**src/hdl/ggb_fifo.sv**
```systemverilog
// Small register queue with occupancy count, used between the block's parts.
module ggb_fifo #(
	parameter int WIDTH = 8,
	parameter int DEPTH = 4
) (
	input  logic                         clk,
	input  logic                         arst_n,
	input  logic                         push,
	input  logic [WIDTH-1:0]             wr_data,
	input  logic                         pop,
	output logic [WIDTH-1:0]             rd_data,
	output logic                         valid,
	output logic [$clog2(DEPTH+1)-1:0]   count
);

	localparam int PW = $clog2(DEPTH);
	localparam int CNTW = $clog2(DEPTH+1);

	logic [WIDTH-1:0] slot_q [DEPTH];
	logic [PW-1:0]    wr_ptr_q;
	logic [PW-1:0]    rd_ptr_q;
	logic [CNTW-1:0]  count_q;

	always_ff @(posedge clk) begin
		if (push) begin
			slot_q[wr_ptr_q] <= wr_data;
		end
	end

	always_ff @(posedge clk or negedge arst_n) begin
		if (!arst_n) begin
			wr_ptr_q <= '0;
			rd_ptr_q <= '0;
			count_q  <= '0;
		end else begin
			if (push) begin
				wr_ptr_q <= (wr_ptr_q == PW'(DEPTH-1)) ? '0 : wr_ptr_q + 1'b1;
			end
			if (pop) begin
				rd_ptr_q <= (rd_ptr_q == PW'(DEPTH-1)) ? '0 : rd_ptr_q + 1'b1;
			end
			case ({push, pop})
				2'b10:   count_q <= count_q + 1'b1;
				2'b01:   count_q <= count_q - 1'b1;
				default: count_q <= count_q;
			endcase
		end
	end

	assign rd_data = slot_q[rd_ptr_q];
	assign valid   = (count_q != '0);
	assign count   = count_q;

	assert property (@(posedge clk) disable iff (!arst_n)
		push |-> (count_q != CNTW'(DEPTH)) || pop)
		else $error("queue written while full");

	assert property (@(posedge clk) disable iff (!arst_n)
		pop |-> (count_q != '0))
		else $error("queue read while empty");

	assert property (@(posedge clk) disable iff (!arst_n)
		count_q <= CNTW'(DEPTH))
		else $error("queue count beyond its depth");

endmodule

```
**config.mk**
```make
export PLATFORM = sky130hd
export DESIGN_NAME = ggb_fifo
export DESIGN_NICKNAME = d
export VERILOG_FILES = /design/src/hdl/ggb_fifo.sv
export SDC_FILE = /design/constraint.sdc
export NUM_CORES = 1
export LEC_CHECK = 0
export BUFFER_PORTS_ARGS = -buffer_cell sky130_fd_sc_hd__buf_2
export CORE_ASPECT_RATIO = 1.25
export CORE_MARGIN = 2
export CORE_UTILIZATION = 33
export DETAILED_ROUTE_END_ITERATION = 6
export SLEW_MARGIN = 0
export SYNTH_ARGS = -nofsm -noshare
export SYNTH_HDL_FRONTEND = slang
export SYNTH_SLANG_ARGS = --single-unit
```
**constraint.sdc**
```tcl
create_clock -name clk -period 1.65 [get_ports clk]
set_input_delay 0.165 -clock clk [delete_from_list [all_inputs] [get_ports clk]]
set_output_delay 0.165 -clock clk [all_outputs]
set_load 0.02 [all_outputs]
```
## After elaboration in Yosys (flattened, before gate mapping)

Memories as Yosys holds them, arrays and structs flattened.
Cells that the tools add are included.

- Register bits: 7
- RAM bits: 32
- Bits of input ports: 12
- Output and inout bits: 12
- Logic and storage cells: 19
- Memories: 1

- Add/subtract/negate cells: 4
- Equality and inequality tests: 4
- Muxes and demuxes: 5
- Reduce and logical (&&, ||, !) cells: 2

Memory list:

| name | words | width | rd ports | clocked after memory_dff | wr ports | RTL line | source |
|---|---|---|---|---|---|---|---|
| slot_q | 4 | 8 | 1 | 0 | 1 | 19 | `logic [WIDTH-1:0] slot_q [DEPTH];` |

Operator list:

| kind | number |
|---|---|
| $eq 2x2->1 const B | 3 |
| $pmux 3 s2 | 1 |
| $add 2x1->2 const B | 2 |
| $mux 2 | 2 |
| $add 3x1->3 const B | 1 |
| $reduce_bool 3->1 | 1 |
| $sub 3x1->3 const B | 1 |
| $eq 2x1->1 const B | 1 |
| $mux 1 | 2 |
| $reduce_bool 2->1 | 1 |

## Longest topological paths before layout

- Word-level depth: 2
- Gate-level depth with buffers: 6
- Mapped depth without buffers: 6

## Least setup slack after synthesis

Ideal clock, no wire load.

- Path kind: reg-to-reg
- Start: register count_q[0], in the netlist count[0]
- End: register count_q[2], in the netlist count[2]
- Setup time: 131 ps
- Arrival time: 1248 ps
- Data required time: 1519 ps
- Path slack: 271 ps
- Cell stages (with the launch flop): 5
- Path buffers: 0
- Period minus slack after synthesis: 1379 ps
- Cells stage by stage: dfrtp_1 fa_1 xnor2_1 nor2_1 xor2_1

- Longest elaborated chain between the ends: 2
- Elaborated cells between the ends (all ways): 3
- Those cells by class: add/sub (2); mux (1)

Ends and longest elaborated chain:

| what | RTL line | source |
|---|---|---|
| start: declaration | 22 | `logic [CNTW-1:0] count_q;` |
| start signal: assignment | 43 | `2'b10: count_q <= count_q + 1'b1;` |
| start signal: assignment | 44 | `2'b01: count_q <= count_q - 1'b1;` |
| start signal: assignment | 45 | `default: count_q <= count_q;` |
| $sub 3x1->3 or $add 3x1->3 (tied branches) | 44, 43 |  |
| $pmux 3 s2 (*) | 42 | `case ({push, pop})` |

Every way passes the cells marked *; elsewhere a longest branch is shown, timed or not.
A chain may end at the register's enable or synchronous reset.

## Final worst setup path

- Start: register rd_ptr_q[0]
- End: output port rd_data[7]

- Longest elaborated chain between the ends: 1

Ends and longest elaborated chain:

| what | RTL line | source |
|---|---|---|
| start: declaration | 21 | `logic [PW-1:0] rd_ptr_q;` |
| start signal: assignment | 40 | `rd_ptr_q <= (rd_ptr_q == PW'(DEPTH-1)) ? '0 : rd_ptr_q + 1'b1;` |
| $mem_v2 4x8 | n/a |  |
| end: declaration | 11 | `output logic [WIDTH-1:0] rd_data,` |

Every way passes these cells.

==> results by group <==
Timing
  • Fin crit share: 102%
  • Final WS setup: -0.0313 ns
  • Clock skew: 0.00706 ns
  • Worst slew margin: 70.5%
  • Final TNS setup: -0.165 ns
  • Unrepaired setup endpoints after global routing: true
  • Min cycle time layout: 1.68 ns
  • Final setup fails: 8
  • Peak Freq: 595 MHz
  • Final hold vios: 0
  • Fin Hold WS: 0.0899 ns
  • Final-report max-slew violation count: 0
  • Worst Tran Pin Value: 0.442 ns

Pwr
  • Peak VDD IR: 0.000812 V
  • Pleak: 0.728 nW
  • PwrDens: 1800 nW/um2

Outcome
  • Outcome: complete, but fails checks
  • Failing checks: setup timing

Worst setup path
  • Max FO, Critical Path: 8
  • Worst EP required: 1.48 ns
  • WS Path Type: flip-flop to primary output
  • Slack of the worst reg-to-reg path: 0.23 ns
  • CP Launch Type: flip-flop
  • Crit path DAT: 1.52 ns
  • Setup crit end kind: primary output

Layout
  • NumNets Final: 127
  • Fillers: 410
  • Diode count: 0
  • Most common cell after layout, fill and taps aside: edfxtp_1
  • Layout cells sized above 1: 41.3%
  • Area Overhead vs Synth: 24.3%
  • Commonest cells after routing, fill and taps aside: 32 x edfxtp_1, 15 x buf_2, 8 x mux4_2, 8 x buf_6, 7 x dfrtp_1

Placed design
  • I/O Buffers: 23
  • Post-DP HPWL: 1690 um
  • GP Congestion: 0.667

Die
  • # IOs: 24
  • Initial Util: 34.9%
  • Die Ht: 80.8 um
  • Placeable Area: 4460 um2
  • Die area: 5290 um2
  • Num rows: 27
  • Die Wd: 65.5 um

Yosys
  • Mean Syn Cell Area: 20.5 um2
  • Flops & latches, synth: 39
  • Synthesized instance count: 76
  • Syn Std Cell Area: 1560 um2
  • Unique masters post-synth: 16
  • Part of the Yosys area used for sequential elements: 72.9%
  • YS warnings: 0
  • Syn Nets: 95

Route
  • DR WL/cell: 14.5 um
  • Routed wire length: 2420 um
  • First drt pass iteration count: 2
  • Number of remaining DRC errors: 0
  • Via count: 769
  • Final ANT Viol Nets: 0
  • Via-per-instance ratio: 4.60
  • Drt initial violations: 25

Clock tree
  • # clock sinks: 39
  • CTS buffer count: 5
  • Clock Pin Slew Worst Setup and Hold Paths: 0.08 ns
  • Clk buf depth: 2
  • Worst-Skew Late Latency: 0.29 ns
  • TritonCTS clock tree: built
  • Root Driver: clkbuf_8
  • CTS HTree Levels: 2

Global routing
  • First-pass GRT wire length: 3980 um
  • Largest net degree at the start of global routing: 14
  • Number of global-route vias before repair: 832
  • Initial antenna violation count: 0
  • Grt ovf: 0
  • All-Layer GR Usage: 10.9%

Job
  • Max cap viols: 0

Worst hold path
  • HP Class: input pin to flip-flop
where the power goes:
part / internal, mW / switching [mW] / total [mW]
clock: 0.450 / 0.328 / 0.778
combinational: 0.675 / 0.597 / 1.27
sequential: 1.29 / 0.152 / 1.45
worst max-delay path: stages (launching register included):
cell     delay (ns)
dfrtp_1        0.40
buf_12         0.16
mux4_2         0.52
buf_6          0.15
Yosys cell counts:
| master | number | share of area (%) |
|---|---|---|
| mux4_2 | 8 | 12 |
| edfxtp_1 | 32 | 62 |
| or3_1 | 2 | 0.80 |
| nand2_1 | 1 | 0.24 |
| xor2_1 | 1 | 0.56 |
| buf_2 | 1 | 0.32 |
| xnor2_1 | 2 | 1.1 |
| nor2_1 | 2 | 0.48 |
| ha_1 | 6 | 4.8 |
| dfrtp_1 | 7 | 11 |
| o21ai_0 | 2 | 0.64 |
| inv_1 | 3 | 0.72 |
| mux2_2 | 3 | 2.2 |
| buf_6 | 1 | 0.72 |
| and2_1 | 4 | 1.6 |
| fa_1 | 1 | 1.3 |
per-layer routing:
metal  part of all wire, %  GRT usage [%]  vias to the layer above
li1                      -              -                      354
met1                    41           11.7                      386
met2                    52           18.1                       23
met3                   5.0           4.29                        6
met4                   2.4           6.46                        0
met5                     0              0                        -
metrics by stage:
stage                     instance area (um2)  setup WS, ns  std cells  power (mW)  utilization [%]
final                                    1940       -0.0313        167        3.50             43.4
after detailed placement                 1760         0.181        157        2.58             39.4
after CTS                                1940       -0.0648        167        3.55             43.4
after global routing                     1940        -0.106        167        3.71             43.4
after global placement                   1760         0.234        157        2.53             39.4
after floorplan                          1560         0.271         76        2.21                -
path summary, 6_finish.rpt:
check	endpoint	cells past startpoint	startpoint
setup reg to reg	slot_q[2][0]	3	wr_ptr_q[0]
hold / removal	slot_q[1][7]	1	wr_data[7]
min in group asynchronous	wr_ptr_q[1]	2	arst_n
setup / recovery	rd_data[7]	3	rd_ptr_q[0]
hold reg to reg	count[2]	1	count[2]
max in group asynchronous	wr_ptr_q[0]	2	arst_n
logic make-up (layout without fill, tap and decap cells):
family | Yosys count | after routing | synth area share, %
adder cells (fa/ha/maj) | 7 | 7 | 6.10
multiplexers | 11 | 11 | 13.7
AND/OR/NAND/NOR | 9 | 9 | 3.13
flip-flops | 39 | 39 | 72.9
AO/OA/AOI/OAI | 2 | 2 | 0.643
XOR/XNOR | 3 | 3 | 1.69
buffers and inverters | 5 | 38 | 1.77
registers in the layout, summed over array words and instances (netlist names):
name,count
slot_q,32
count,3
wr_ptr_q,2
rd_ptr_q,2
repair_timing:
item	CTS	global route
endpoints found under the hold margin	7	0
setup buffers	1	0
setup endpoints to repair	8	8
gates resized for setup	16	0
hold buffers	1	0
area by class of cell:
| cell class | instances | area [um2] | share of cell area [%] |
|---|---|---|---|
| clock buffers | 5 | 68.8 | 3.55 |
| repair buffers | 27 | 210 | 10.9 |
| inverters | 3 | 11.3 | 0.581 |
| clock inverters | 3 | 43.8 | 2.26 |
| well taps | 58 | 72.6 | 3.75 |
| multi-input cells | 32 | 394 | 20.3 |
| flip-flops and latches | 39 | 1140 | 58.7 |
Note: power is estimated with default switching activity, not from simulation.
