$ cat src/hdl/ggb_pkg.sv
// Shared types, constants and register codes for the gray 3x3 blur block.
package ggb_pkg;

	localparam int MAX_WIDTH_DEF = 1024;

	localparam int PIX_W       = 8;
	localparam int WIDTH_CFG_W = 11;
	localparam int WEIGHT_W    = 16;
	localparam int CFG_DATA_W  = 16;
	localparam int CFG_IDX_W   = 2;
	localparam int POS_W       = 10;

	// Luma weights 0.299, 0.587 and 0.114 in unsigned Q0.16.
	localparam logic [WEIGHT_W-1:0] LUMA_R = 16'd19595;
	localparam logic [WEIGHT_W-1:0] LUMA_G = 16'd38470;
	localparam logic [WEIGHT_W-1:0] LUMA_B = 16'd7471;

	localparam logic [POS_W-1:0] ROW_LIMIT = 10'd1023;

	localparam logic [WIDTH_CFG_W-1:0] IMAGE_WIDTH_RST   = 11'd512;
	localparam logic [WEIGHT_W-1:0]    WEIGHT_CENTER_RST = 16'd9684;
	localparam logic [WEIGHT_W-1:0]    WEIGHT_EDGE_RST   = 16'd7754;
	localparam logic [WEIGHT_W-1:0]    WEIGHT_CORNER_RST = 16'd6209;

	localparam int MID_DEPTH = 4;
	localparam int OUT_DEPTH = 8;

	typedef enum logic [CFG_IDX_W-1:0] {
		CFG_IMAGE_WIDTH   = 2'd0,
		CFG_WEIGHT_CENTER = 2'd1,
		CFG_WEIGHT_EDGE   = 2'd2,
		CFG_WEIGHT_CORNER = 2'd3
	} ggb_cfg_idx_t;

	typedef struct packed {
		logic [WIDTH_CFG_W-1:0] image_width;
		logic [WEIGHT_W-1:0]    weight_center;
		logic [WEIGHT_W-1:0]    weight_edge;
		logic [WEIGHT_W-1:0]    weight_corner;
	} ggb_cfg_t;

	// One classified pixel on its way from the front to the back.
	typedef struct packed {
		logic [PIX_W-1:0] gray;
		logic [POS_W-1:0] out_row;
		logic             emit;
	} ggb_pix_t;

	typedef struct packed {
		logic [PIX_W-1:0] blurred;
		logic [POS_W-1:0] out_column;
		logic [POS_W-1:0] out_row;
	} ggb_res_t;

endpackage

$ cat src/hdl/ggb_front.sv
// Front part: accepts pixels, tracks row and column, converts to gray.
module ggb_front #(
	parameter int MAX_WIDTH = ggb_pkg::MAX_WIDTH_DEF
) (
	input  logic                                     clk,
	input  logic                                     arst_n,
	input  ggb_pkg::ggb_cfg_t                        cfg,
	input  logic                                     in_valid,
	output logic                                     in_stall,
	input  logic [ggb_pkg::PIX_W-1:0]                red,
	input  logic [ggb_pkg::PIX_W-1:0]                green,
	input  logic [ggb_pkg::PIX_W-1:0]                blue,
	input  logic                                     frame_start,
	input  logic [$clog2(ggb_pkg::MID_DEPTH+1)-1:0]  q_count,
	output logic                                     push,
	output logic [$clog2(MAX_WIDTH)-1:0]             push_col,
	output ggb_pkg::ggb_pix_t                        push_item
);

	import ggb_pkg::*;

	localparam int CW     = $clog2(MAX_WIDTH);
	localparam int EW_CFG = WIDTH_CFG_W;
	localparam int EW_MAX = $clog2(MAX_WIDTH + 1);
	localparam int EW     = (EW_MAX > EW_CFG) ? EW_MAX : EW_CFG;
	localparam int QCW    = $clog2(MID_DEPTH + 1);
	localparam int PRW    = PIX_W + WEIGHT_W;

	logic [CW-1:0]    col_q;
	logic [POS_W-1:0] row_q;

	logic [EW-1:0]    width_raw;
	logic [EW-1:0]    width_eff;
	logic [CW-1:0]    col_pre;
	logic [CW-1:0]    col_cur;
	logic [CW-1:0]    col_nxt;
	logic [EW-1:0]    col_inc;
	logic [POS_W-1:0] row_pre;
	logic [POS_W-1:0] row_cur;
	logic [POS_W-1:0] row_nxt;
	logic             wrap_pre;
	logic             wrap_post;
	logic             emit;
	logic             accept;
	logic [QCW:0]     load;

	logic             v_s1;
	logic [PIX_W-1:0] r_s1;
	logic [PIX_W-1:0] g_s1;
	logic [PIX_W-1:0] b_s1;
	logic [CW-1:0]    col_s1;
	logic [POS_W-1:0] row_s1;
	logic             emit_s1;

	logic             v_s2;
	logic [PRW-1:0]   pr_s2;
	logic [PRW-1:0]   pg_s2;
	logic [PRW-1:0]   pb_s2;
	logic [CW-1:0]    col_s2;
	logic [POS_W-1:0] row_s2;
	logic             emit_s2;
	logic [PRW:0]     gray_sum;

	// Words in flight count against the queue so the front never overruns it.
	always_comb begin
		load     = (QCW+1)'(q_count) + (QCW+1)'(v_s1) + (QCW+1)'(v_s2);
		in_stall = (load >= (QCW+1)'(MID_DEPTH));
		accept   = in_valid && !in_stall;
	end

	// A column left beyond a narrowed width wraps to the next row first.
	always_comb begin
		width_raw = EW'(cfg.image_width);
		if (width_raw < EW'(3)) begin
			width_eff = EW'(3);
		end else if (width_raw > EW'(MAX_WIDTH)) begin
			width_eff = EW'(MAX_WIDTH);
		end else begin
			width_eff = width_raw;
		end
		col_pre   = frame_start ? '0 : col_q;
		row_pre   = frame_start ? '0 : row_q;
		wrap_pre  = (EW'(col_pre) >= width_eff);
		col_cur   = wrap_pre ? '0 : col_pre;
		row_cur   = (wrap_pre && (row_pre != ROW_LIMIT)) ? row_pre + 1'b1 : row_pre;
		col_inc   = EW'(col_cur) + EW'(1);
		wrap_post = (col_inc >= width_eff);
		col_nxt   = wrap_post ? '0 : CW'(col_inc);
		row_nxt   = (wrap_post && (row_cur != ROW_LIMIT)) ? row_cur + 1'b1 : row_cur;
		emit      = (row_cur >= POS_W'(2)) && (EW'(col_cur) >= EW'(2));
	end

	always_ff @(posedge clk or negedge arst_n) begin
		if (!arst_n) begin
			col_q <= '0;
			row_q <= '0;
			v_s1  <= 1'b0;
			v_s2  <= 1'b0;
		end else begin
			if (accept) begin
				col_q <= col_nxt;
				row_q <= row_nxt;
			end
			v_s1 <= accept;
			v_s2 <= v_s1;
		end
	end

	always_ff @(posedge clk) begin
		if (accept) begin
			r_s1    <= red;
			g_s1    <= green;
			b_s1    <= blue;
			col_s1  <= col_cur;
			row_s1  <= row_cur - 1'b1;
			emit_s1 <= emit;
		end
		if (v_s1) begin
			pr_s2   <= PRW'(r_s1) * PRW'(LUMA_R);
			pg_s2   <= PRW'(g_s1) * PRW'(LUMA_G);
			pb_s2   <= PRW'(b_s1) * PRW'(LUMA_B);
			col_s2  <= col_s1;
			row_s2  <= row_s1;
			emit_s2 <= emit_s1;
		end
	end

	always_comb begin
		gray_sum          = (PRW+1)'(pr_s2) + (PRW+1)'(pg_s2) + (PRW+1)'(pb_s2);
		push              = v_s2;
		push_col          = col_s2;
		push_item.gray    = gray_sum[PRW-1:WEIGHT_W];
		push_item.out_row = row_s2;
		push_item.emit    = emit_s2;
	end

endmodule

$ cat config.mk
export PLATFORM = sky130hd
export DESIGN_NAME = ggb_front
export DESIGN_NICKNAME = d
export VERILOG_FILES = /design/src/hdl/ggb_pkg.sv /design/src/hdl/ggb_front.sv
export SDC_FILE = /design/constraint.sdc
export NUM_CORES = 1
export LEC_CHECK = 0
export ABC_CLOCK_PERIOD_IN_PS = 4700
export BUFFER_PORTS_ARGS = -buffer_cell sky130_fd_sc_hd__buf_2
export CORE_ASPECT_RATIO = 0.5
export CORE_UTILIZATION = 55
export DETAILED_ROUTE_END_ITERATION = 8
export PLACE_DENSITY = 0.88
export SLEW_MARGIN = 20
export SYNTH_ARGS = -nofsm -noshare
export SYNTH_HDL_FRONTEND = slang
export SYNTH_SLANG_ARGS = --single-unit
$ cat constraint.sdc
create_clock -name clk -period 4.7 [get_ports clk]
set_input_delay 0.47 -clock clk [delete_from_list [all_inputs] [get_ports clk]]
set_output_delay 0.47 -clock clk [all_outputs]
set_load 0.05 [all_outputs]
After elaboration in Yosys (flattened, before gate mapping)
Index checks and enable logic that the tools add are counted.

Add/subtract/negate cells: 8. $mul: 3. $lt $le $gt $ge: 7. Equal/unequal tests: 2. Multiplexer cells: 8. Reductions and logical operators: 5.

Operator list (count): 10-bit 2-to-1 mux (6); 8-bit by 15-bit multiplier with 23-bit output, second input constant (2); 23-bit by 24-bit adder with 24-bit output (1); 24-bit by 21-bit adder with 24-bit output (1); 11-bit 2-to-1 mux (2); 8-bit by 13-bit multiplier with 21-bit output, second input constant (1); 10-bit by 1-bit adder with 10-bit output, second input constant (2); 10-bit by 2-bit >= comparator with 1-bit output, second input constant (2); 10-bit inequality test, second input constant (2); 10-bit by 1-bit adder with 11-bit output, second input constant (1); 10-bit by 11-bit >= comparator with 1-bit output (1); 11-bit >= comparator (1); 11-bit > comparator, second input constant (1); 11-bit by 2-bit less-than comparator with 1-bit output, second input constant (1); 10-bit by 1-bit subtractor with 10-bit output, second input constant (1); 3-bit by 1-bit adder with 4-bit output (1); 4-bit by 1-bit adder with 4-bit output (1); 4-bit by 3-bit >= comparator with 1-bit output, second input constant (1); 1-bit logical AND (4); 1-bit zero test (1).

Flip-flop bits (word level): 155. Input bits: 90. Output and inout bits: 31. Logic and storage cells: 49.

Depth between registers and ports, before layout
Gate-level depths: netlist of the first run.

Word-level depth: 9. Depth in mapped cells: 26. Gate-level depth less buffers: 23.

Worst setup path after synthesis of the first run
No wires, ideal clock.

Path type: input-to-reg. Start: in frame_start. End: reg row_q[6]. Setup time: 0.069 ns. Arrival time: 5.233 ns. Required time: 4.631 ns. Slack: -0.602 ns. Stages: 24. Path buffers: 4. Path through: buf_1 > clkbuf_1 > nor2b_1 > ha_1 > a211o_1 > a21oi_1 > o21a_1 > buf_2 > a21oi_1 > nor2_1 > nand2_1 > inv_1 > ha_1 > and3_1 > and3_1 > and3_1 > mux2_2 > ha_1 > o2111ai_1 > o21ai_0 > clkbuf_1 > nand3_1 > or4_1 > nand3_1.

Word-level cells in the longest chain between the ends: 7. Elaborated cells between the ends (all ways): 14. Those cells by class: add/sub: 3; order compare: 2; eq/ne: 2; mux: 5; reduce/logical: 2.

Ends and longest elaborated chain: start: declaration (line ggb_front.sv:13) `input logic frame_start,`; 10-bit 2-to-1 mux * (line ggb_front.sv:81) `col_pre = frame_start ? '0 : col_q;`; 10-bit by 11-bit >= comparator with 1-bit output (line ggb_front.sv:83) `wrap_pre = (EW'(col_pre) >= width_eff);`; 10-bit 2-to-1 mux * (line ggb_front.sv:84) `col_cur = wrap_pre ? '0 : col_pre;`; via col_cur[0] (line ggb_front.sv:35) `logic [CW-1:0] col_cur;`; 10-bit by 1-bit adder with 11-bit output * (line ggb_front.sv:86) `col_inc = EW'(col_cur) + EW'(1);`; 11-bit >= comparator * (line ggb_front.sv:87) `wrap_post = (col_inc >= width_eff);`; 1-bit logical AND * (line ggb_front.sv:89) `row_nxt = (wrap_post && (row_cur != ROW_LIMIT)) ? row_cur + 1'b1 : row_cur;`; 10-bit 2-to-1 mux * (line ggb_front.sv:89); end signal: assignment (line ggb_front.sv:102) `row_q <= row_nxt;`; end: declaration (line ggb_front.sv:30) `logic [POS_W-1:0] row_q;`.

The timed path passes the listed nets; every way through them passes the cells marked *. A chain may end at the register's enable or synchronous reset.

Worst setup path in the final report of the first run
Start: reg b_s1[7]. End: reg pb_s2[19], data pin.

Word-level cells in the longest chain between the ends: 1.

Ends and longest elaborated chain: start: declaration (line ggb_front.sv:50) `logic [PIX_W-1:0] b_s1;`; start signal: assignment (line ggb_front.sv:113) `b_s1 <= blue;`; 8-bit by 13-bit multiplier with 21-bit output (line ggb_front.sv:121) `pb_s2 <= PRW'(b_s1) * PRW'(LUMA_B);`; end signal: assignment (line ggb_front.sv:121); end: declaration (line ggb_front.sv:58) `logic [PRW-1:0] pb_s2;`.

Every way passes these cells.

==> results of run 1 <==
[cell families after synthesis]
logic type	Yosys count
adders and majority gates	313
muxes	5
xor gates and xnor gates	77
and+or+nand+nor	266
buffers and inverters	162
AOI/OAI and AO/OA	211
DFF	155
[power groups by stage]
stage,clock [W],sequential [W],combinational [W]
5_1_grt,0.00157,0.00188,0.00352
3_3_place_gp,0,0.00189,0.00288
6_report,0.00150,0.00187,0.00322
2_1_floorplan,0,0.00190,0.00224
4_1_cts,0.00152,0.00187,0.00313
3_5_place_dp,0,0.00190,0.00305
[area by class of cell]
| cell class | instances | area [um^2] | area share |
|---|---|---|---|
| Tap cell | 307 | 384.1 | 0.02507 |
| Inverter | 145 | 544.3 | 0.03553 |
| Multi-Input combinational cell | 872 | 8298 | 0.5417 |
| Sequential cell | 155 | 4548 | 0.2969 |
| Timing Repair Buffer | 145 | 908.4 | 0.05929 |
| Clock buffer | 17 | 425.4 | 0.02777 |
| Clock inverter | 15 | 211.5 | 0.01380 |
[worst max-delay path: cells and delay by family (launching register included)]
kind	cells	cell delay [ps]
compound gates	7	1360
fa+ha+maj	5	2280
buf+inv	2	120
xor+xnor	1	140
flops	1	410
[registers in the layout (all words and copies together) (netlist names), 10 cells and up]
signal,count
row_q,10
push_col,10
col_q,10
pb_s2,21
col_s1,10
row_s1,10
row_s2,10
pr_s2,23
pg_s2,23
[final timing paths]
kind	startpoint	endpoint	slack (ps)	cells past startpoint
min in group clk	red[1]	r_s1[1]	190	1
setup / recovery	b_s1[7]	pb_s2[19]	110	15
hold / removal	arst_n	row_q[6]	7	1
hold reg to reg	emit_s1	emit_s2	420	0
max in group asynchronous	arst_n	v_s1	4270	1
setup reg to reg	b_s1[7]	pb_s2[19]	110	15
[cells in the mapped netlist (3+ instances only)]
| library cell | n | area (um^2) |
|---|---|---|
| nand3b_1 | 4 | 30.03 |
| a31oi_1 | 11 | 68.82 |
| a31o_2 | 3 | 26.28 |
| buf_2 | 3 | 15.01 |
| a2111o_1 | 3 | 33.78 |
| and3_1 | 15 | 93.84 |
| nor3_1 | 28 | 140.1 |
| o211ai_1 | 8 | 60.06 |
| nand2b_1 | 8 | 50.05 |
| nor4_1 | 6 | 37.54 |
| a22o_1 | 5 | 43.79 |
| o311ai_0 | 4 | 35.03 |
| o21ai_0 | 27 | 135.1 |
| edfxtp_1 | 133 | 3994 |
| inv_1 | 145 | 544.3 |
| dfrtp_1 | 22 | 550.5 |
| ha_1 | 231 | 2890 |
| nand3_1 | 24 | 120.1 |
| nand4_1 | 9 | 56.30 |
| a211o_1 | 4 | 35.03 |
| or2_2 | 5 | 31.28 |
| clkbuf_1 | 10 | 37.54 |
| nand2_1 | 59 | 221.5 |
| o21bai_1 | 3 | 22.52 |
| xnor2_1 | 55 | 481.7 |
| a21oi_1 | 54 | 270.3 |
| o2111ai_1 | 5 | 43.79 |
| fa_1 | 82 | 1642 |
| and2_1 | 12 | 75.07 |
| a21o_1 | 20 | 150.1 |
| or4_1 | 4 | 30.03 |
| a211oi_1 | 13 | 97.59 |
| or3_1 | 6 | 37.54 |
| nor2_1 | 52 | 195.2 |
| o31a_1 | 5 | 43.79 |
| o21a_1 | 14 | 105.1 |
| xor2_1 | 22 | 192.7 |
| o31ai_1 | 5 | 37.54 |
| a22oi_1 | 3 | 22.52 |
| nor2b_1 | 22 | 137.6 |
[repair_timing]
action | 4_1_cts | 5_1_grt
resized for setup | 6 | 22
endpoints found under the setup margin | 4 | 21
pin swaps | 1 | 17
setup buffers | 2 | 10
[metal layers]
layer | up-vias | GRT usage | part of all wire
met5 | - | 0 | 0
met4 | 0 | 0.08935 | 0.026
met3 | 58 | 0.04328 | 0.044
met2 | 247 | 0.4451 | 0.51
met1 | 4736 | 0.2981 | 0.42
li1 | 4578 | - | -
[layout by cell type (no fill, tap or decap), types with 25 or more instances in the layout]
cell type,count
ha_1,227
inv_1,143
edfxtp_1,133
fa_1,80
buf_4,73
buf_2,72
nand2_1,58
xnor2_1,52
a21oi_1,51
nor2_1,51
nor3_1,28
o21ai_0,25
[stage by stage]
step	cell area (um^2)	hold slack (ps)	utilization	instances
floorplan	13340	174.4	-	1189
global placement	14440	400.5	0.6216	1612
detailed placement	14440	405.2	0.6216	1612
CTS	15120	10.21	0.6510	1646
global route	15320	32.31	0.6596	1656
finish	15320	7.339	0.6596	1656
==> metrics.csv, run 1 <==
stage,metric,value,unit
setup_path,Setup crit end kind,flip-flop,
power_and_ir_drop,Logic pwr share,0.489,
clocking,worst-case clock buffer depth,2,
route,Initial DRC Count,610,
timing,worst slew pin tran,991.7,ps
power_and_ir_drop,fraction of power spent switching nets,0.4031,
synthesis,post-synthesis compound-gate area fraction,0.1096,
floorplanning,DIE HEIGHT,111.9,um
global_routing,GRT Util Overall,0.2468,
route,post-route ant nets,0,
power_and_ir_drop,clock share of power,0.228,
timing,RSZ-0062 raised after global routing,true,
setup_path,CP cell instances,"fa_1, fa_1, inv_1, fa_1, inv_1, fa_2, ha_4, o21a_1, o31a_1, o211ai_1, a21o_1, a31oi_4, a211o_1, a21oi_2, xnor2_2",
clocking,Skew-Pair Late Insertion Delay,460,ps
synthesis,xor/xnor cell area share of the yosys netlist,0.05078,
timing,Tcrit/Tclk final,0.9756,
global_routing,grt total ovfl,0,
power_and_ir_drop,Reg power frac,0.284,
placement,routability cong.,0.9412,
setup_path,slowest CP cell,fa_2,
route,DR WL/cell,17.69,um
synthesis,Synth Area in Adders,0.3412,
route,Vias,9619,
global_routing,largest net degree at the start of global routing,72,
clocking,root buffer cell,clkbuf_16,
synthesis,count of distinct cell types in the synthesized netlist,75,
floorplanning,Starting Density,0.5718,
floorplanning,I/O Pins,121,
route,DR vias/cell,5.809,
setup_path,CP peak stage delay,570,ps
placement,Setup WS pre-CTS,-432.0,ps
setup_path,CP max FO,3,
finish,ratio of cells with drive above 1 in the final layout,0.1712,
clocking,total CTS buffers,17,
clocking,CTS Hold Bufs,0,
synthesis,post-synthesis mux area share,0.004333,
synthesis,Synth Register Bits,155,
floorplanning,std cell rows,39,
setup_path,Setup CP Type,reg -> reg,
synthesis,"Top FF cell, synth",edfxtp_1,
finish,Antenna diodes,0,
power_and_ir_drop,cell internal pwr,0.003931,W
timing,Setup TNS Final,0,ps
timing,final-report hold violation count,0,
power_and_ir_drop,PwrDens,429.8,mW/mm^2
synthesis,syn_area_per_cell,11.17,um^2
clocking,CTS tree,done,
worst_hold_path,Min-Delay Path Class,in -> async,
setup_path,required time worst endpoint,4880,ps
clocking,clk slew on worst S/H paths,60,ps
route,residual DRC count,0,
synthesis,post-synthesis net count,1592,
finish,Fill cells,1645,
timing,Peak Freq,0.2181,GHz
power_and_ir_drop,Psw,0.002654,W
synthesis,Cells after Synth,1189,
timing,Relative slew margins,0.3284,
run,MaxCap Viol Count,0,
synthesis,Post-Synth Simple-Gate Area,0.1048,
route,Detailed Routing Iterations Pass 1,7,
power_and_ir_drop,P_leak,7.083,nW
timing,max-slew violations,0,
clocking,H-tree Lvls,4,
global_routing,vias in the first global route,10071,
synthesis,Post-synth EDFFs,133,
timing,final setup violation count,0,
power_and_ir_drop,Tot Pwr,0.006585,W
power_and_ir_drop,peak supply drop,0.4040,mV
setup_path,WP data arrival,4770,ps
synthesis,Synth async-reset ratio,0.1419,
global_routing,first-pass GRT wire length,48380,um
placement,Final HPWL DP,22570,um
floorplanning,Die Span X,221.8,um
timing,worst setup slack after layout,114.7,ps
placement,PortBufs,72,
synthesis,Yosys warning count,0,
finish,Layout area overhead,15.35,%
clocking,CTS sink count,155,
route,final wirelength,29290,um
setup_path,CP Launch Type,flip-flop,
timing,Final Critical Period,4585,ps
floorplanning,die footprint,0.02481,mm^2
timing,clk_skew,10.71,ps
synthesis,synthesized area,0.01328,mm^2
floorplanning,core box area,0.02323,mm^2
global_routing,initial antenna violation count,0,
finish,# nets final,1739,
synthesis,"Seq/Total Area, Yosys",0.3422,
synthesis,largest family of logic cells by synthesized area,adder cells,
outcome,status,"finished, final reports clean",
setup_path,Most common cell on crit path,fa_1,
(Power assumes the default switching activity.)
==> run 2, diff against run 1 <==
--- a/config.mk
+++ b/config.mk
@@ -8,9 +8,9 @@
 export ABC_CLOCK_PERIOD_IN_PS = 4700
 export BUFFER_PORTS_ARGS = -buffer_cell sky130_fd_sc_hd__buf_2
 export CORE_ASPECT_RATIO = 0.5
-export CORE_UTILIZATION = 55
+export CORE_UTILIZATION = 30
 export DETAILED_ROUTE_END_ITERATION = 8
-export PLACE_DENSITY = 0.88
+export PLACE_DENSITY = 0.58
 export SLEW_MARGIN = 20
 export SYNTH_ARGS = -nofsm -noshare
 export SYNTH_HDL_FRONTEND = slang
==> metrics.csv, run 2 (synthesis results as in run 1) <==
stage,metric,value,unit,change
setup_path,Setup crit end kind,flip-flop,,unchanged
global_routing,first-pass GRT wire length,46630,um,"was 48,380 um"
finish,# nets final,1756,,"was 1,739"
finish,Finished Layout Cells,1954,,"was 1,656"
setup_path,Setup CP Type,reg -> reg,,unchanged
finish,"commonest non-fill, non-tap cell in the layout",ha_1,,unchanged
clocking,CTS sink count,155,,unchanged
placement,routability cong.,0.8147,,was 0.9412
setup_path,CP Launch Type,flip-flop,,unchanged
route,final wirelength,27820,um,"was 29,290 um"
route,DR vias/cell,4.635,,was 5.809
power_and_ir_drop,peak supply drop,0.2682,mV,was 0.4040 mV
power_and_ir_drop,PwrDens,407.6,mW/mm^2,was 429.8 mW/mm^2
setup_path,"setup slack, reg-to-reg",140,ps,was 110 ps
timing,final-report hold violation count,0,,unchanged
clocking,clk slew on worst S/H paths,60,ps,about the same
setup_path,required time worst endpoint,4910,ps,was 4880 ps
route,residual DRC count,0,,unchanged
timing,RSZ-0062 raised after global routing,true,,unchanged
worst_hold_path,Min-Delay Path Class,in -> async,,unchanged
floorplanning,core box area,0.04365,mm^2,was 0.02323 mm^2
finish,Final Util,0.3589,,was 0.6596
setup_path,Worst Reg-to-Reg Cells,17,,was 15
power_and_ir_drop,cell internal pwr,0.003897,W,was 0.003931 W
timing,worst setup slack after layout,136.7,ps,was 114.7 ps
finish,ratio of cells with drive above 1 in the final layout,0.1676,,was 0.1712
finish,top flop regs,"pg_s2: 23 flops, pr_s2: 23 flops, pb_s2: 21 flops",,unchanged
setup_path,Most common cell on crit path,fa_1,,unchanged
setup_path,slowest CP cell,fa_1,,was fa_2
timing,Min Hold Slack,11.58,ps,was 7.339 ps
timing,Relative slew margins,0.2806,,was 0.3284
clocking,worst-case clock buffer depth,2,,unchanged
setup_path,Crit Reg-Reg Startpoint,b_s1[5],,was b_s1[7]
run,MaxCap Viol Count,0,,unchanged
timing,Tcrit/Tclk final,0.9709,,was 0.9756
route,Detailed Routing Iterations Pass 1,6,,was 7
power_and_ir_drop,P_leak,7.142,nW,was 7.083 nW
timing,clk_skew,12.69,ps,was 10.71 ps
clocking,H-tree Lvls,4,,unchanged
power_and_ir_drop,Reg power frac,0.293,,was 0.284
power_and_ir_drop,Psw,0.002489,W,was 0.002654 W
floorplanning,Die Span X,299.6,um,was 221.8 um
timing,Final Critical Period,4563,ps,was 4585 ps
setup_path,Setup crit start,b_s1[5],,was b_s1[7]
timing,Peak Freq,0.2191,GHz,was 0.2181 GHz
clocking,CTS Hold Bufs,0,,unchanged
global_routing,vias in the first global route,9152,,"was 10,071"
clocking,root buffer cell,clkbuf_16,,unchanged
placement,Setup WS pre-CTS,-178.6,ps,was -432.0 ps
route,Vias,9056,,"was 9,619"
timing,max-slew violations,0,,unchanged
setup_path,CP bufs+invs,4,,was 2
clocking,total CTS buffers,17,,unchanged
floorplanning,std cell rows,54,,was 39
route,DR WL/cell,14.24,um,was 17.69 um
outcome,status,"finished, final reports clean",,unchanged
global_routing,largest net degree at the start of global routing,64,,was 72
placement,Final HPWL DP,22920,um,"was 22,570 um"
setup_path,Stages on worst setup path,17,,was 15
timing,final setup violation count,0,,unchanged
setup_path,WP data arrival,4770,ps,about the same
floorplanning,DIE HEIGHT,150.8,um,was 111.9 um
global_routing,GRT Util Overall,0.1325,,was 0.2468
floorplanning,I/O Pins,121,,unchanged
clocking,Skew-Pair Late Insertion Delay,450,ps,was 460 ps
clocking,postcts setup bufs,0,,was 2
placement,dpl cells,1922,,"was 1,612"
power_and_ir_drop,clock share of power,0.224,,was 0.228
floorplanning,die footprint,0.04517,mm^2,was 0.02481 mm^2
setup_path,CP max FO,3,,unchanged
route,Initial DRC Count,441,,was 610
finish,Antenna diodes,0,,unchanged
setup_path,CP peak stage delay,570,ps,about the same
route,post-route ant nets,0,,unchanged
setup_path,CP cell instances,"fa_1, fa_1, inv_2, fa_1, inv_1, fa_1, ha_4, buf_4, o21a_1, o31a_1, o211ai_1, a21o_1, a31oi_4, a211o_1, a21oi_2, xnor2_1, buf_4",,"was fa_1, fa_1, inv_1, fa_1, inv_1, fa_2, ha_4, o21a_1, o31a_1, o211ai_1, a21o_1, a31oi_4, a211o_1, a21oi_2, xnor2_2"
power_and_ir_drop,fraction of power spent switching nets,0.3897,,was 0.4031
timing,worst slew pin tran,1062,ps,was 991.7 ps
finish,Layout area overhead,17.96,%,was 15.35%
floorplanning,Starting Density,0.3043,,was 0.5718
power_and_ir_drop,Logic pwr share,0.483,,was 0.489
setup_path,"CP delay by family, top",adder cells,,unchanged
finish,most frequent cells in the layout,"ha_1 (229), inv_1 (142), edfxtp_1 (133)",,"was ha_1 (227), inv_1 (143), edfxtp_1 (133)"
global_routing,grt total ovfl,0,,unchanged
global_routing,initial antenna violation count,0,,unchanged
placement,PortBufs,72,,unchanged
clocking,CTS tree,done,,unchanged
## run 2: layout make-up
cell class                 instances  area, um^2
inverter                         145       544.3
clock buffer                      22       464.2
fill                            4377       27980
sequential                       155        4548
clock inverter                    10       142.6
timing repair buffer             162        1036
multi-input combinational        872        8195
tap                              588       735.7
## run 2: power groups by stage
stage          Combinational (W)  Sequential, W  Clock, W
3_3_place_gp             0.00306        0.00190         0
6_report                 0.00308        0.00187   0.00143
5_1_grt                  0.00350        0.00189   0.00152
4_1_cts                  0.00313        0.00187   0.00148
2_1_floorplan            0.00224        0.00190         0
3_5_place_dp             0.00309        0.00190         0
## run 2: metal layers
layer | track usage | vias to the layer above | routed length [um]
met1 | 0.1664 | 4338 | 13100
met2 | 0.2359 | 92 | 13760
met3 | 0.02080 | 21 | 593
met4 | 0.03929 | 0 | 368
met5 | 0 | - | 0
li1 | - | 4605 | -
## run 2: worst reg2reg max path: cells and delay by family (launching register included)
| family | cells | cell delay, ps |
|---|---|---|
| xor+xnor | 1 | 80 |
| fa+ha+maj | 5 | 2330 |
| buf+inv | 4 | 350 |
| compound gates | 7 | 1150 |
| flops | 1 | 420 |
## run 2: worst paths after layout
kind,end
worst max register to register,pb_s2[19]
max in group asynchronous,v_s1
min in group clk,r_s1[3]
worst min-delay path,v_s1
worst max-delay path,pb_s2[19]
worst min register to register,row_s2[8]
## run 2: metrics by stage
step,area (um^2),power (W),TNS (ps)
6_report,15670,0.006386,0
5_1_grt,15670,0.006906,-21.60
3_5_place_dp,15010,0.004991,-1363
3_3_place_gp,15010,0.004954,-411.7
2_1_floorplan,13340,0.004144,0
4_1_cts,15630,0.006479,0
## run 2: what timing repair did
| item | CTS | global route |
|---|---|---|
| gates cloned | 0 | 0 |
| resized for setup | 3 | 9 |
| endpoints found under the setup margin | 1 | 16 |
| pin swaps | 7 | 10 |
